$ cat src/sv/tcc_pkg.sv
// Shared types, widths and constants for the thermocouple temperature converter.
// Used by tcc_ctrl, tcc_dp, the top level and the checker; depends on nothing.

package tcc_pkg;

  // Field and register widths
  localparam int SAMPLE_W    = 16;
  localparam int OUT_W       = 24;
  localparam int COEF_W      = 40;
  localparam int GAIN_W      = 16;
  localparam int NUM_COEF    = 7;
  localparam int CFG_IDX_W   = 3;
  localparam int CFG_DATA_W  = 40;
  localparam int IN_TDATA_W  = 16;
  localparam int OUT_TDATA_W = 72;

  // Datapath widths: one signed 25 x 30 multiplier, 48-bit Horner accumulator
  localparam int MUL_A_W   = 25;
  localparam int MUL_B_W   = 30;
  localparam int PROD_W    = MUL_A_W + MUL_B_W;
  localparam int ACC_W     = 48;
  localparam int ACC_SPLIT = 24;
  localparam int EMF_W     = 30;
  localparam int SUM_W     = 56;

  // Scale factors and offsets
  localparam logic signed [MUL_B_W-1:0] CJ_SCALE  = 30'sd232731;
  localparam logic signed [MUL_B_W-1:0] EMF_SCALE = 30'sd2457638;
  localparam logic signed [SUM_W-1:0]   CJ_OFFSET = 56'sd69120;
  localparam logic signed [SUM_W-1:0]   TC_OFFSET = 56'sd512;
  localparam logic [GAIN_W-1:0]         GAIN_RESET = 16'd4424;

  // Rounding halves and limits
  localparam logic signed [SUM_W-1:0] RND8    = 56'sd128;
  localparam logic signed [SUM_W-1:0] RND12   = 56'sd2048;
  localparam logic signed [SUM_W-1:0] RND16   = 56'sd32768;
  localparam logic signed [SUM_W-1:0] RND24   = 56'sd8388608;
  localparam logic signed [SUM_W-1:0] ACC_LIM = 56'sh7FFF_FFFF_FFFF;
  localparam logic signed [SUM_W-1:0] OUT_MAX = 56'sd8388607;
  localparam logic signed [SUM_W-1:0] OUT_MIN = -56'sd8388608;

  // Register indexes on the configuration port
  typedef logic [CFG_IDX_W-1:0] cfg_idx_t;
  localparam cfg_idx_t CFG_COEFF_FIRST   = 3'd0;
  localparam cfg_idx_t CFG_COEFF_SECOND  = 3'd1;
  localparam cfg_idx_t CFG_COEFF_THIRD   = 3'd2;
  localparam cfg_idx_t CFG_COEFF_FOURTH  = 3'd3;
  localparam cfg_idx_t CFG_COEFF_FIFTH   = 3'd4;
  localparam cfg_idx_t CFG_COEFF_SIXTH   = 3'd5;
  localparam cfg_idx_t CFG_COEFF_SEVENTH = 3'd6;
  localparam cfg_idx_t CFG_GAIN          = 3'd7;

  // Coefficient select for a Horner step; COEF_NONE marks the final multiply
  typedef logic [CFG_IDX_W-1:0] coef_idx_t;
  localparam coef_idx_t COEF_LAST_ADD = CFG_COEFF_SIXTH;
  localparam coef_idx_t COEF_NONE     = 3'd7;

  // Multiplier operand selection
  typedef enum logic [2:0] {
    MUL_CJ   = 3'd0,
    MUL_EMF  = 3'd1,
    MUL_LO   = 3'd2,
    MUL_HI   = 3'd3,
    MUL_GAIN = 3'd4
  } mul_sel_t;

  // Commands from controller to datapath
  typedef struct packed {
    logic      load_sample;
    logic      mul_en;
    mul_sel_t  mul_sel;
    logic      save_lo;
    logic      load_cold;
    logic      load_emf;
    logic      acc_step;
    coef_idx_t coef_sel;
    logic      load_junc;
    logic      load_out;
  } tcc_cmd_t;

  // Reset value of each polynomial coefficient (K-type inverse set, Q8.32)
  function automatic logic signed [COEF_W-1:0] coef_reset(input coef_idx_t idx);
    logic signed [COEF_W-1:0] val;
    case (idx)
      CFG_COEFF_FIRST:   val = 40'sd107733026918;
      CFG_COEFF_SECOND:  val = 40'sd337588982;
      CFG_COEFF_THIRD:   val = -40'sd1075086578;
      CFG_COEFF_FOURTH:  val = 40'sd357138117;
      CFG_COEFF_FIFTH:   val = -40'sd52743658;
      CFG_COEFF_SIXTH:   val = 40'sd4210801;
      CFG_COEFF_SEVENTH: val = -40'sd189538;
      default:           val = '0;
    endcase
    return val;
  endfunction

  // Clamp a wide signed value to the 24-bit output range
  function automatic logic signed [OUT_W-1:0] sat_out(input logic signed [SUM_W-1:0] v);
    logic signed [SUM_W-1:0] c;
    if (v > OUT_MAX) begin
      c = OUT_MAX;
    end else if (v < OUT_MIN) begin
      c = OUT_MIN;
    end else begin
      c = v;
    end
    return c[OUT_W-1:0];
  endfunction

endpackage

$ cat src/sv/tcc_ctrl.sv
// Sequencing state machine of the thermocouple converter: handshakes, phase,
// Horner step counter and datapath commands. Depends on tcc_pkg.

module tcc_ctrl import tcc_pkg::*; (
  input  logic     clk,
  input  logic     rst,
  input  logic     s_tvalid,
  output logic     s_tready,
  output logic     m_tvalid,
  input  logic     m_tready,
  output tcc_cmd_t cmd
);

  typedef enum logic [10:0] {
    S_IDLE  = 11'b000_0000_0001,
    S_CJ_MUL = 11'b000_0000_0010,
    S_CJ_WR  = 11'b000_0000_0100,
    S_E_MUL  = 11'b000_0000_1000,
    S_E_WR   = 11'b000_0001_0000,
    S_H_LO   = 11'b000_0010_0000,
    S_H_HI   = 11'b000_0100_0000,
    S_H_ADD  = 11'b000_1000_0000,
    S_JUNC   = 11'b001_0000_0000,
    S_T_MUL  = 11'b010_0000_0000,
    S_T_WR   = 11'b100_0000_0000
  } state_t;

  state_t    state, state_next;
  logic      phase, phase_next;
  coef_idx_t cnt, cnt_next;
  logic      out_free;

  assign s_tready = (state == S_IDLE);
  assign out_free = !m_tvalid || m_tready;

  // Next state and commands
  always_comb begin
    state_next = state;
    phase_next = phase;
    cnt_next   = cnt;
    cmd        = '0;
    cmd.mul_sel  = MUL_CJ;
    cmd.coef_sel = cnt;
    case (state)
      S_IDLE: begin
        if (s_tvalid) begin
          cmd.load_sample = 1'b1;
          phase_next      = !phase;
          state_next      = phase ? S_E_MUL : S_CJ_MUL;
        end
      end
      S_CJ_MUL: begin
        cmd.mul_en  = 1'b1;
        cmd.mul_sel = MUL_CJ;
        state_next  = S_CJ_WR;
      end
      S_CJ_WR: begin
        cmd.load_cold = 1'b1;
        state_next    = S_IDLE;
      end
      S_E_MUL: begin
        cmd.mul_en  = 1'b1;
        cmd.mul_sel = MUL_EMF;
        state_next  = S_E_WR;
      end
      S_E_WR: begin
        cmd.load_emf = 1'b1;
        cnt_next     = COEF_LAST_ADD;
        state_next   = S_H_LO;
      end
      S_H_LO: begin
        cmd.mul_en  = 1'b1;
        cmd.mul_sel = MUL_LO;
        state_next  = S_H_HI;
      end
      S_H_HI: begin
        cmd.mul_en  = 1'b1;
        cmd.mul_sel = MUL_HI;
        cmd.save_lo = 1'b1;
        state_next  = S_H_ADD;
      end
      S_H_ADD: begin
        cmd.acc_step = 1'b1;
        if (cnt == COEF_NONE) begin
          state_next = S_JUNC;
        end else begin
          // wraps from the first coefficient to COEF_NONE for the final multiply
          cnt_next   = cnt - 1'b1;
          state_next = S_H_LO;
        end
      end
      S_JUNC: begin
        cmd.load_junc = 1'b1;
        state_next    = S_T_MUL;
      end
      S_T_MUL: begin
        cmd.mul_en  = 1'b1;
        cmd.mul_sel = MUL_GAIN;
        state_next  = S_T_WR;
      end
      S_T_WR: begin
        // hold until the output register is free
        if (out_free) begin
          cmd.load_out = 1'b1;
          state_next   = S_IDLE;
        end
      end
      default: begin
        state_next = S_IDLE;
      end
    endcase
  end

  // State registers
  always_ff @(posedge clk) begin
    if (rst) begin
      state    <= S_IDLE;
      phase    <= 1'b0;
      cnt      <= COEF_NONE;
      m_tvalid <= 1'b0;
    end else begin
      state <= state_next;
      phase <= phase_next;
      cnt   <= cnt_next;
      if (cmd.load_out) begin
        m_tvalid <= 1'b1;
      end else if (m_tready) begin
        m_tvalid <= 1'b0;
      end
    end
  end

endmodule

$ cat src/sv/tcc_dp.sv
// Datapath of the thermocouple converter: configuration registers, shared
// multiplier, Horner accumulator and output registers. Depends on tcc_pkg.

module tcc_dp import tcc_pkg::*; (
  input  logic                         clk,
  input  logic                         rst,
  input  tcc_cmd_t                     cmd,
  input  logic signed [SAMPLE_W-1:0]   sample_in,
  input  logic                         cfg_we,
  input  cfg_idx_t                     cfg_index,
  input  logic [CFG_DATA_W-1:0]        cfg_data,
  output logic signed [OUT_W-1:0]      temperature,
  output logic signed [OUT_W-1:0]      junction_temperature,
  output logic signed [OUT_W-1:0]      reference_temperature
);

  logic signed [SAMPLE_W-1:0] sample;
  logic signed [COEF_W-1:0]   coef [NUM_COEF];
  logic [GAIN_W-1:0]          gain;
  logic signed [EMF_W-1:0]    emf;
  logic signed [ACC_W-1:0]    acc;
  logic signed [PROD_W-1:0]   prod, lo_prod;
  logic signed [OUT_W-1:0]    cold, junc;

  logic signed [MUL_A_W-1:0]  mul_a;
  logic signed [MUL_B_W-1:0]  mul_b;
  logic signed [PROD_W-1:0]   mul_p;
  logic signed [COEF_W-1:0]   coef_add;
  logic signed [SUM_W-1:0]    prod_w, lo_w, acc_w;
  logic signed [SUM_W-1:0]    emf_full, cold_full, horner, junc_full, temp_full;
  logic signed [SUM_W-1:0]    acc_next;

  // Select multiplier operands
  always_comb begin
    case (cmd.mul_sel)
      MUL_CJ: begin
        mul_a = MUL_A_W'(sample);
        mul_b = CJ_SCALE;
      end
      MUL_EMF: begin
        mul_a = MUL_A_W'(sample);
        mul_b = EMF_SCALE;
      end
      MUL_LO: begin
        mul_a = $signed({1'b0, acc[ACC_SPLIT-1:0]});
        mul_b = emf;
      end
      MUL_HI: begin
        mul_a = MUL_A_W'($signed(acc[ACC_W-1:ACC_SPLIT]));
        mul_b = emf;
      end
      MUL_GAIN: begin
        mul_a = MUL_A_W'(junc) + MUL_A_W'(cold);
        mul_b = MUL_B_W'($signed({1'b0, gain}));
      end
      default: begin
        mul_a = '0;
        mul_b = '0;
      end
    endcase
  end

  assign mul_p    = mul_a * mul_b;
  assign coef_add = (cmd.coef_sel == COEF_NONE) ? '0 : coef[cmd.coef_sel];

  // Rounding, offsets and the Horner sum
  always_comb begin
    prod_w    = SUM_W'(prod);
    lo_w      = SUM_W'(lo_prod);
    acc_w     = SUM_W'(acc);
    emf_full  = (prod_w + RND8) >>> 8;
    cold_full = ((prod_w + RND16) >>> 16) - CJ_OFFSET;
    horner    = prod_w + ((lo_w + RND24) >>> 24) + SUM_W'(coef_add);
    junc_full = ((acc_w + RND24) >>> 24) - TC_OFFSET;
    temp_full = (prod_w + RND12) >>> 12;
    if (horner > ACC_LIM) begin
      acc_next = ACC_LIM;
    end else if (horner < -ACC_LIM) begin
      acc_next = -ACC_LIM;
    end else begin
      acc_next = horner;
    end
  end

  // Configuration registers and stored cold-junction temperature
  always_ff @(posedge clk) begin
    if (rst) begin
      for (int i = 0; i < NUM_COEF; i++) begin
        coef[i] <= coef_reset(CFG_IDX_W'(i));
      end
      gain <= GAIN_RESET;
      cold <= '0;
    end else begin
      if (cfg_we) begin
        if (cfg_index == CFG_GAIN) begin
          gain <= cfg_data[GAIN_W-1:0];
        end else begin
          coef[cfg_index] <= cfg_data[COEF_W-1:0];
        end
      end
      if (cmd.load_cold) begin
        cold <= sat_out(cold_full);
      end
    end
  end

  // Working registers and output payload
  always_ff @(posedge clk) begin
    if (cmd.load_sample) begin
      sample <= sample_in;
    end
    if (cmd.mul_en) begin
      prod <= mul_p;
    end
    if (cmd.save_lo) begin
      lo_prod <= prod;
    end
    if (cmd.load_emf) begin
      emf <= emf_full[EMF_W-1:0];
      acc <= ACC_W'(coef[CFG_COEFF_SEVENTH]);
    end else if (cmd.acc_step) begin
      acc <= acc_next[ACC_W-1:0];
    end
    if (cmd.load_junc) begin
      junc <= sat_out(junc_full);
    end
    if (cmd.load_out) begin
      temperature           <= sat_out(temp_full);
      junction_temperature  <= junc;
      reference_temperature <= cold;
    end
  end

endmodule

$ cat src/sv/thermocouple_temperature_converter_top.sv
// Top level of the thermocouple temperature converter with cold-junction
// compensation. Joins tcc_ctrl and tcc_dp; depends on tcc_pkg.
//
//   channel | direction | handshake          | payload
//   s       | in        | s_tvalid/s_tready  | s_tdata[15:0] sample
//   m       | out       | m_tvalid/m_tready  | m_tdata[71:0] temperature, junction, reference
//   cfg     | in        | cfg_we             | cfg_index[2:0], cfg_data[39:0]
//
// A cold-junction sample passes a multiply state and a write state before ready returns.
// A thermocouple sample runs seven Horner steps, each a low half, high half and add
// on the single 25 x 30 multiplier.
// Reset is synchronous; it restores the coefficients, the gain, the phase and
// the stored cold-junction temperature. The output register lets a new sample
// be taken while a result waits; a thermocouple result stalls only at its
// final write while the previous result is still untaken.

module thermocouple_temperature_converter_top import tcc_pkg::*; (
  input  logic                   clk,
  input  logic                   rst,
  input  logic                   s_tvalid,
  output logic                   s_tready,
  input  logic [IN_TDATA_W-1:0]  s_tdata,   // [15:0] sample
  output logic                   m_tvalid,
  input  logic                   m_tready,
  output logic [OUT_TDATA_W-1:0] m_tdata,   // [23:0] temperature, [47:24] junction_temperature,
                                            // [71:48] reference_temperature
  input  logic                   cfg_we,
  input  logic [CFG_IDX_W-1:0]   cfg_index,
  input  logic [CFG_DATA_W-1:0]  cfg_data
);

  tcc_cmd_t                cmd;
  logic signed [OUT_W-1:0] temperature;
  logic signed [OUT_W-1:0] junction_temperature;
  logic signed [OUT_W-1:0] reference_temperature;

  tcc_ctrl u_ctrl (
    .clk      (clk),
    .rst      (rst),
    .s_tvalid (s_tvalid),
    .s_tready (s_tready),
    .m_tvalid (m_tvalid),
    .m_tready (m_tready),
    .cmd      (cmd)
  );

  tcc_dp u_dp (
    .clk                   (clk),
    .rst                   (rst),
    .cmd                   (cmd),
    .sample_in             ($signed(s_tdata[SAMPLE_W-1:0])),
    .cfg_we                (cfg_we),
    .cfg_index             (cfg_index),
    .cfg_data              (cfg_data),
    .temperature           (temperature),
    .junction_temperature  (junction_temperature),
    .reference_temperature (reference_temperature)
  );

  // Pack result fields, first field lowest
  assign m_tdata = {reference_temperature, junction_temperature, temperature};

endmodule

$ cat config.mk
export PLATFORM = sky130hd
export DESIGN_NAME = thermocouple_temperature_converter_top
export DESIGN_NICKNAME = d
export VERILOG_FILES = /design/src/sv/tcc_pkg.sv /design/src/sv/tcc_ctrl.sv /design/src/sv/tcc_dp.sv /design/src/sv/thermocouple_temperature_converter_top.sv
export SDC_FILE = /design/constraint.sdc
export NUM_CORES = 2
export LEC_CHECK = 0
export BUFFER_PORTS_ARGS = -buffer_cell sky130_fd_sc_hd__buf_4
export CORE_ASPECT_RATIO = 0.5
export CORE_MARGIN = 10
export CORE_UTILIZATION = 65
export CTS_CLUSTER_DIAMETER = 50
export DETAILED_ROUTE_END_ITERATION = 10
export HOLD_SLACK_MARGIN = 0.1
export MAX_ROUTING_LAYER = met4
export PLACE_DENSITY = 0.82
export SETUP_SLACK_MARGIN = 0.2
export SYNTH_ARGS = -nofsm -noshare
export SYNTH_HDL_FRONTEND = slang
export SYNTH_SLANG_ARGS = --single-unit
$ cat constraint.sdc
create_clock -name clk -period 23.4 [get_ports clk]
set_input_delay 0 -clock clk [delete_from_list [all_inputs] [get_ports clk]]
set_output_delay 0 -clock clk [all_outputs]
set_load 0.01 [all_outputs]
Word-level counts from Yosys, hierarchy flattened
Memory sizes are Yosys's and may differ from the RTL's. A register that Yosys moved wholly into a read port is not among the register bits. Cells that the tools add are included.

Logic and storage cells: 118. Latch bits: 0. Input bits: 64. Memory bits (read-only): 0. Output and inout bits: 74. Memory bits (writable): 280. Flip-flop bits (word level): 356. Memories: 1.

Reduce and logical (&&, ||, !) cells: 14. Mux-type cells: 48. Equality and inequality tests: 20. Magnitude comparators: 8. Divide/modulo/power cells: 0. Shift operators: 0. Bitwise operators: 0. Multiply operators: 1. Add/subtract/negate cells: 11.

Memory list: u_dp.coef (words 7, bits a word 40, rd ports 2, clocked after Yosys merged registers in 1, write ports 7, line tcc_dp.sv:18) `logic signed [COEF_W-1:0] coef [NUM_COEF];`.

Operators with widths (count): $mux 40 (9); $mux 48 (4); $pmux 30 s4 (1); $pmux 11 s10 (1); $pmux 25 s4 (1); $mux 24 (4); $add 55x13->56 const B (1); $add 55x17->56 const B (1); $add 55x25->56 const B (1); $add 55x32->56 (1); $add 56x40->56 (1); $gt 56x48->1 const B (1); $lt 56x48->1 const B (1); $mul 25x30->55 (1); $add 48x25->49 const B (1); $gt 44x24->1 const B (1); $lt 44x24->1 const B (1); $gt 41x24->1 const B (1); $lt 41x24->1 const B (1); $sub 40x18->41 const B (1); $reduce_or 40->1 (1); $add 38x9->38 const B (1); $gt 26x24->1 const B (1); $lt 26x24->1 const B (1); 32 further kinds (64).

Logic depth before layout (Yosys ltp)
Depth in word-level cells: 8. Gate-level depth with buffers: 41. Mapped depth without buffers: 40.

By module
From an unflattened synthesis, not the netlist that was laid out.

Cell total of the unflattened synthesis: 6618. Area, all modules: 63473.4 um^2.

Modules (own cells, without submodules): tcc_dp (times used 1, area an instance 62587.5 um^2, sequential area each 17546.8 um^2, cells each 6519); tcc_ctrl (times used 1, area an instance 885.8 um^2, sequential area each 320.3 um^2, cells each 99).

Worst setup path before layout
No wires, ideal clock.

Path type: register to register. Start point: reg u_ctrl.state[0]. End point: reg u_dp.prod[53], data pin. Path slack: 13503 ps. Data required time: 23119 ps. Arrival time: 9616 ps. Path buffers: 1. Setup time: 281 ps. Cell stages (with the launch flop): 31. Clock period less this slack: 9897 ps. Cells stage by stage: dfxtp_1 > or3_1 > nor3_1 > nand3_1 > nor3b_1 > clkbuf_1 > a22oi_1 > nand2_1 > nand3_1 > fa_1 > inv_1 > fa_1 > fa_1 > inv_1 > fa_1 > inv_1 > fa_1 > inv_1 > fa_1 > inv_1 > ha_1 > a21oi_1 > o21bai_1 > a21oi_1 > or3b_2 > a31oi_1 > nor2_1 > a211oi_1 > o31ai_1 > nand4b_1 > o311ai_0.

Longest elaborated chain between the ends: 6. Elaborated cells between the ends (all ways): 16. Classes of those cells: mul (1); eq/ne (9); mux (3); reduce/logical (3).

RTL lines: start: declaration (line tcc_ctrl.sv:28) `state_t state, state_next;`; start signal: assignment (line tcc_ctrl.sv:122) `state <= state_next;`; $eq 11x10->1 (tied with other cells) (line tcc_ctrl.sv:44) `case (state)`; $pmux 4 s5 (*) (line tcc_ctrl.sv:44); $eq 3x1->1 (tied with other cells) (line tcc_dp.sv:35) `case (cmd.mul_sel)`; $reduce_or 2->1 (no line); $pmux 25 s4 / $pmux 30 s4 (equally long branches) (line tcc_dp.sv:35); $mul 25x30->55 (*) (line tcc_dp.sv:63) `assign mul_p = mul_a * mul_b;`; net u_dp.mul_p[53] (line tcc_dp.sv:27) `logic signed [PROD_W-1:0] mul_p;`; end signal: assignment (line tcc_dp.sv:113) `prod <= mul_p;`; end: declaration (line tcc_dp.sv:22) `logic signed [PROD_W-1:0] prod, lo_prod;`.

The timed path passes the listed nets; every way through them passes the cells marked *. A chain may end at the register's enable or synchronous reset.

Worst setup path in the final report
Start point: reg u_ctrl.state[0]. End point: reg u_dp.prod[54], data pin.

Same word-level chain as after synthesis.

==> summary.md <==
| Metric | Value |
|---|---|
| HP Class | in2reg |
| First-pass GRT wire length | 340000 um |
| Final Core Density | 71.6% |
| Flops & latches, synth | 656 |
| Initial detailed-routing violation count | 7525 |
| Grt total ovfl | 0 |
| CP Data Required Time | 23.77 ns |
| Most frequent cells in the layout | inv_1, fa_1, nand2_1, nor2_1, edfxtp_1 |
| Final worst path period share | 50.1% |
| Clk_lat worst skew | 0.68 ns |
| Post-Synthesis Cells | 6398 |
| Startpoint Class | flip-flop |
| Wire per inst | 28.8 um |
| Hpwl dp | 171000 um |
| Worst slack, placed | 11.90 ns |
| Total Routing Usage GR | 42.2% |
| Layout cell share with drive strength beyond 1 | 10.3% |
| Number of global-route vias before repair | 52600 |
| Quantity of gates resized following cts | 0 |
| CTS Buf Count | 71 |
| Final Critical Period | 11.71 ns |
| Largest net degree at the start of global routing | 71 |
| Synthesized area | 0.0637 mm^2 |
| Worst stage delay on the critical path | 0.93 ns |
| Setup TNS | 0 ns |
| Chip Height | 241 um |
| # hold bufs at CTS | 75 |
| DR DRC count | 0 |
| Crit-path max FO | 26 |
| First-pass iteration count of the detailed router | 10 |
| RSZ-0062 raised after global routing | no |
| Slew margin rel. | -1.67% |
| Final net count | 7667 |
| YS warnings | 0 |
| Clock skew | 0.0584 ns |
| Cell mode on critical path | fa_1 |
| Top_reg_cell synth | edfxtp_1 |
| CTS tree | built |
| Final Wtd Congestion | 1.15 |
| Netlist cell types | 107 |
| Setup Viol. Count Final | 0 |
| Vias after detailed routing | 51500 |
| Synth-to-Final Area Change | 9.54% |
| Post-synth EDFFs | 557 |
| Final WS setup | 11.69 ns |
| Arrival @ worst endpoint | 12.09 ns |
| Routed Antenna Nets | 0 |
| Worst Setup End Kind | flip-flop |
| Failing checks | slew limit |
| Initial antenna violation count | 14 |
| Max Slew Vio Count | 3 |
| # IOs | 138 |
| Clock buffer depth | 3 |
| Final Hold Vio Count | 0 |
| Clock Pin Slew Worst Setup and Hold Paths | 0.07 ns |
| Status | complete, but fails checks |
| Commonest non-fill, non-tap cell in the layout | inv_1 |
| Clk root buf | clkbuf_16 |
| Mapped Avg Cell Area | 9.96 um^2 |
| H-tree depth | 3 |
| Max-Cap Viols | 0 |
| Post-synthesis sequential area ratio | 29.4% |
| Row count | 81 |
| Port bufs | 137 |
| Maximum clock frequency | 0.0854 GHz |
| Horiz. Die Dim | 463 um |
| Worst-Margin Slew | 1.53 ns |
| Critical path class | reg2reg |
| Core ar. | 0.0975 mm^2 |
| Post-CTS setup buffer count | 0 |
| Clk sink count | 656 |
| WL final | 229000 um |
| Die area | 0.112 mm^2 |
| Vias/cell | 6.49 |
| Starting Density | 65.3% |
| Asr flop ratio synth | 0% |
| CP max-delay cell | and4b_1 |
[registers in the layout, indices dropped and copies added (netlist names), 24 cells and up, named ones only]
| name | flops |
|---|---|
| u_dp.coef | 320 |
| u_dp.prod | 55 |
| u_dp.acc | 48 |
| u_dp.lo_prod | 32 |
| u_dp.emf | 30 |
| u_dp.cold | 24 |
| u_dp.junc | 24 |
| u_dp.junction_temperature | 24 |
| u_dp.reference_temperature | 24 |
| u_dp.temperature | 24 |
[critical path, delay by kind of cell (launching register included)]
kind | cells | cell delay (ns)
fa+ha+maj | 8 | 4.15
simple gates | 9 | 3.09
compound gates | 10 | 2.92
buf+inv | 4 | 0.73
flops | 1 | 0.37
xor+xnor | 1 | 0.08
[metrics by stage]
stage	hold slack (ns)	instance area, um^2	instances
after floorplan	0.0989	63800	6437
after global placement	0.180	66400	7712
after detailed placement	0.180	66500	7713
after CTS	0.120	69700	7920
after global routing	0.166	69800	7930
final	0.158	69800	7932
[per-layer routing]
layer  part of all wire (%)  track usage [%]  up-vias  wire (um)
met1                     36             54.1    25300      82700
met2                     43             61.7     4127      98900
met5                      0                -        -          0
met4                    5.8             19.8        0      13200
met3                     15             13.2      912      33800
li1                       -                -    21100          -
[worst paths after layout]
check                                     start                           end  slack [ns]  cells past startpoint
worst max-delay path            u_ctrl.state[0]                 u_dp.prod[54]       11.69                     32
worst min-delay path               cfg_data[19]              u_dp.coef[4][19]        0.16                      3
worst max register to register  u_ctrl.state[0]                 u_dp.prod[54]       11.69                     32
worst min register to register     u_dp.junc[0]  u_dp.junction_temperature[0]        0.46                      0
[synth_stat cells (26+ instances only)]
cell      count  share of area, %
dfxtp_1      99               3.1
nand4_1      59              0.58
or2_2        29              0.28
and2_1       86              0.84
clkbuf_1    264               1.6
mux2_2       42              0.74
nand3_1     134               1.1
xor2_1       84               1.2
and4_1       27              0.37
fa_1        830                26
and3_1       45              0.44
nand2b_1     99              0.97
xnor2_1     223               3.1
nand2_1     708               4.2
ha_1        239               4.7
inv_1      1080               6.4
nor2b_1      26              0.26
o21ai_0     134               1.1
a21o_1       70              0.82
nor2_1      622               3.7
o22ai_1      41              0.40
mux4_2       80               2.8
edfxtp_1    557                26
nor4_1       31              0.30
a211o_1      42              0.58
a21oi_1     214               1.7
a31oi_1      31              0.30
nor3_1       59              0.46
[cells by family (layout without fill, tap and decap cells)]
| kind of cell | count (synthesis) | count (layout) | synth area share [%] |
|---|---|---|---|
| AND/OR/NAND/NOR | 2049 | 2049 | 15.1 |
| buffers and inverters | 1396 | 1552 | 8.38 |
| adder cells (fa/ha/maj) | 1069 | 1069 | 30.8 |
| AO/OA/AOI/OAI | 790 | 790 | 8.40 |
| flip-flops | 656 | 656 | 29.4 |
| XOR/XNOR | 310 | 310 | 4.33 |
| multiplexers | 127 | 127 | 3.65 |
| other | 1 | 51 | 0.00589 |
[final cells by class]
type,count,area (um^2)
inverters,1081,4060
flip-flops and latches,656,18700
clock buffers,93,1970
well taps,1328,1660
repair buffers,339,2740
clock inverters,39,569
fillers,6725,27700
diodes,11,27.5
multi-input cells,4385,40000
Power is not shown: default switching activity piles up to over one toggle a cycle in this logic, so the estimate is an artifact.
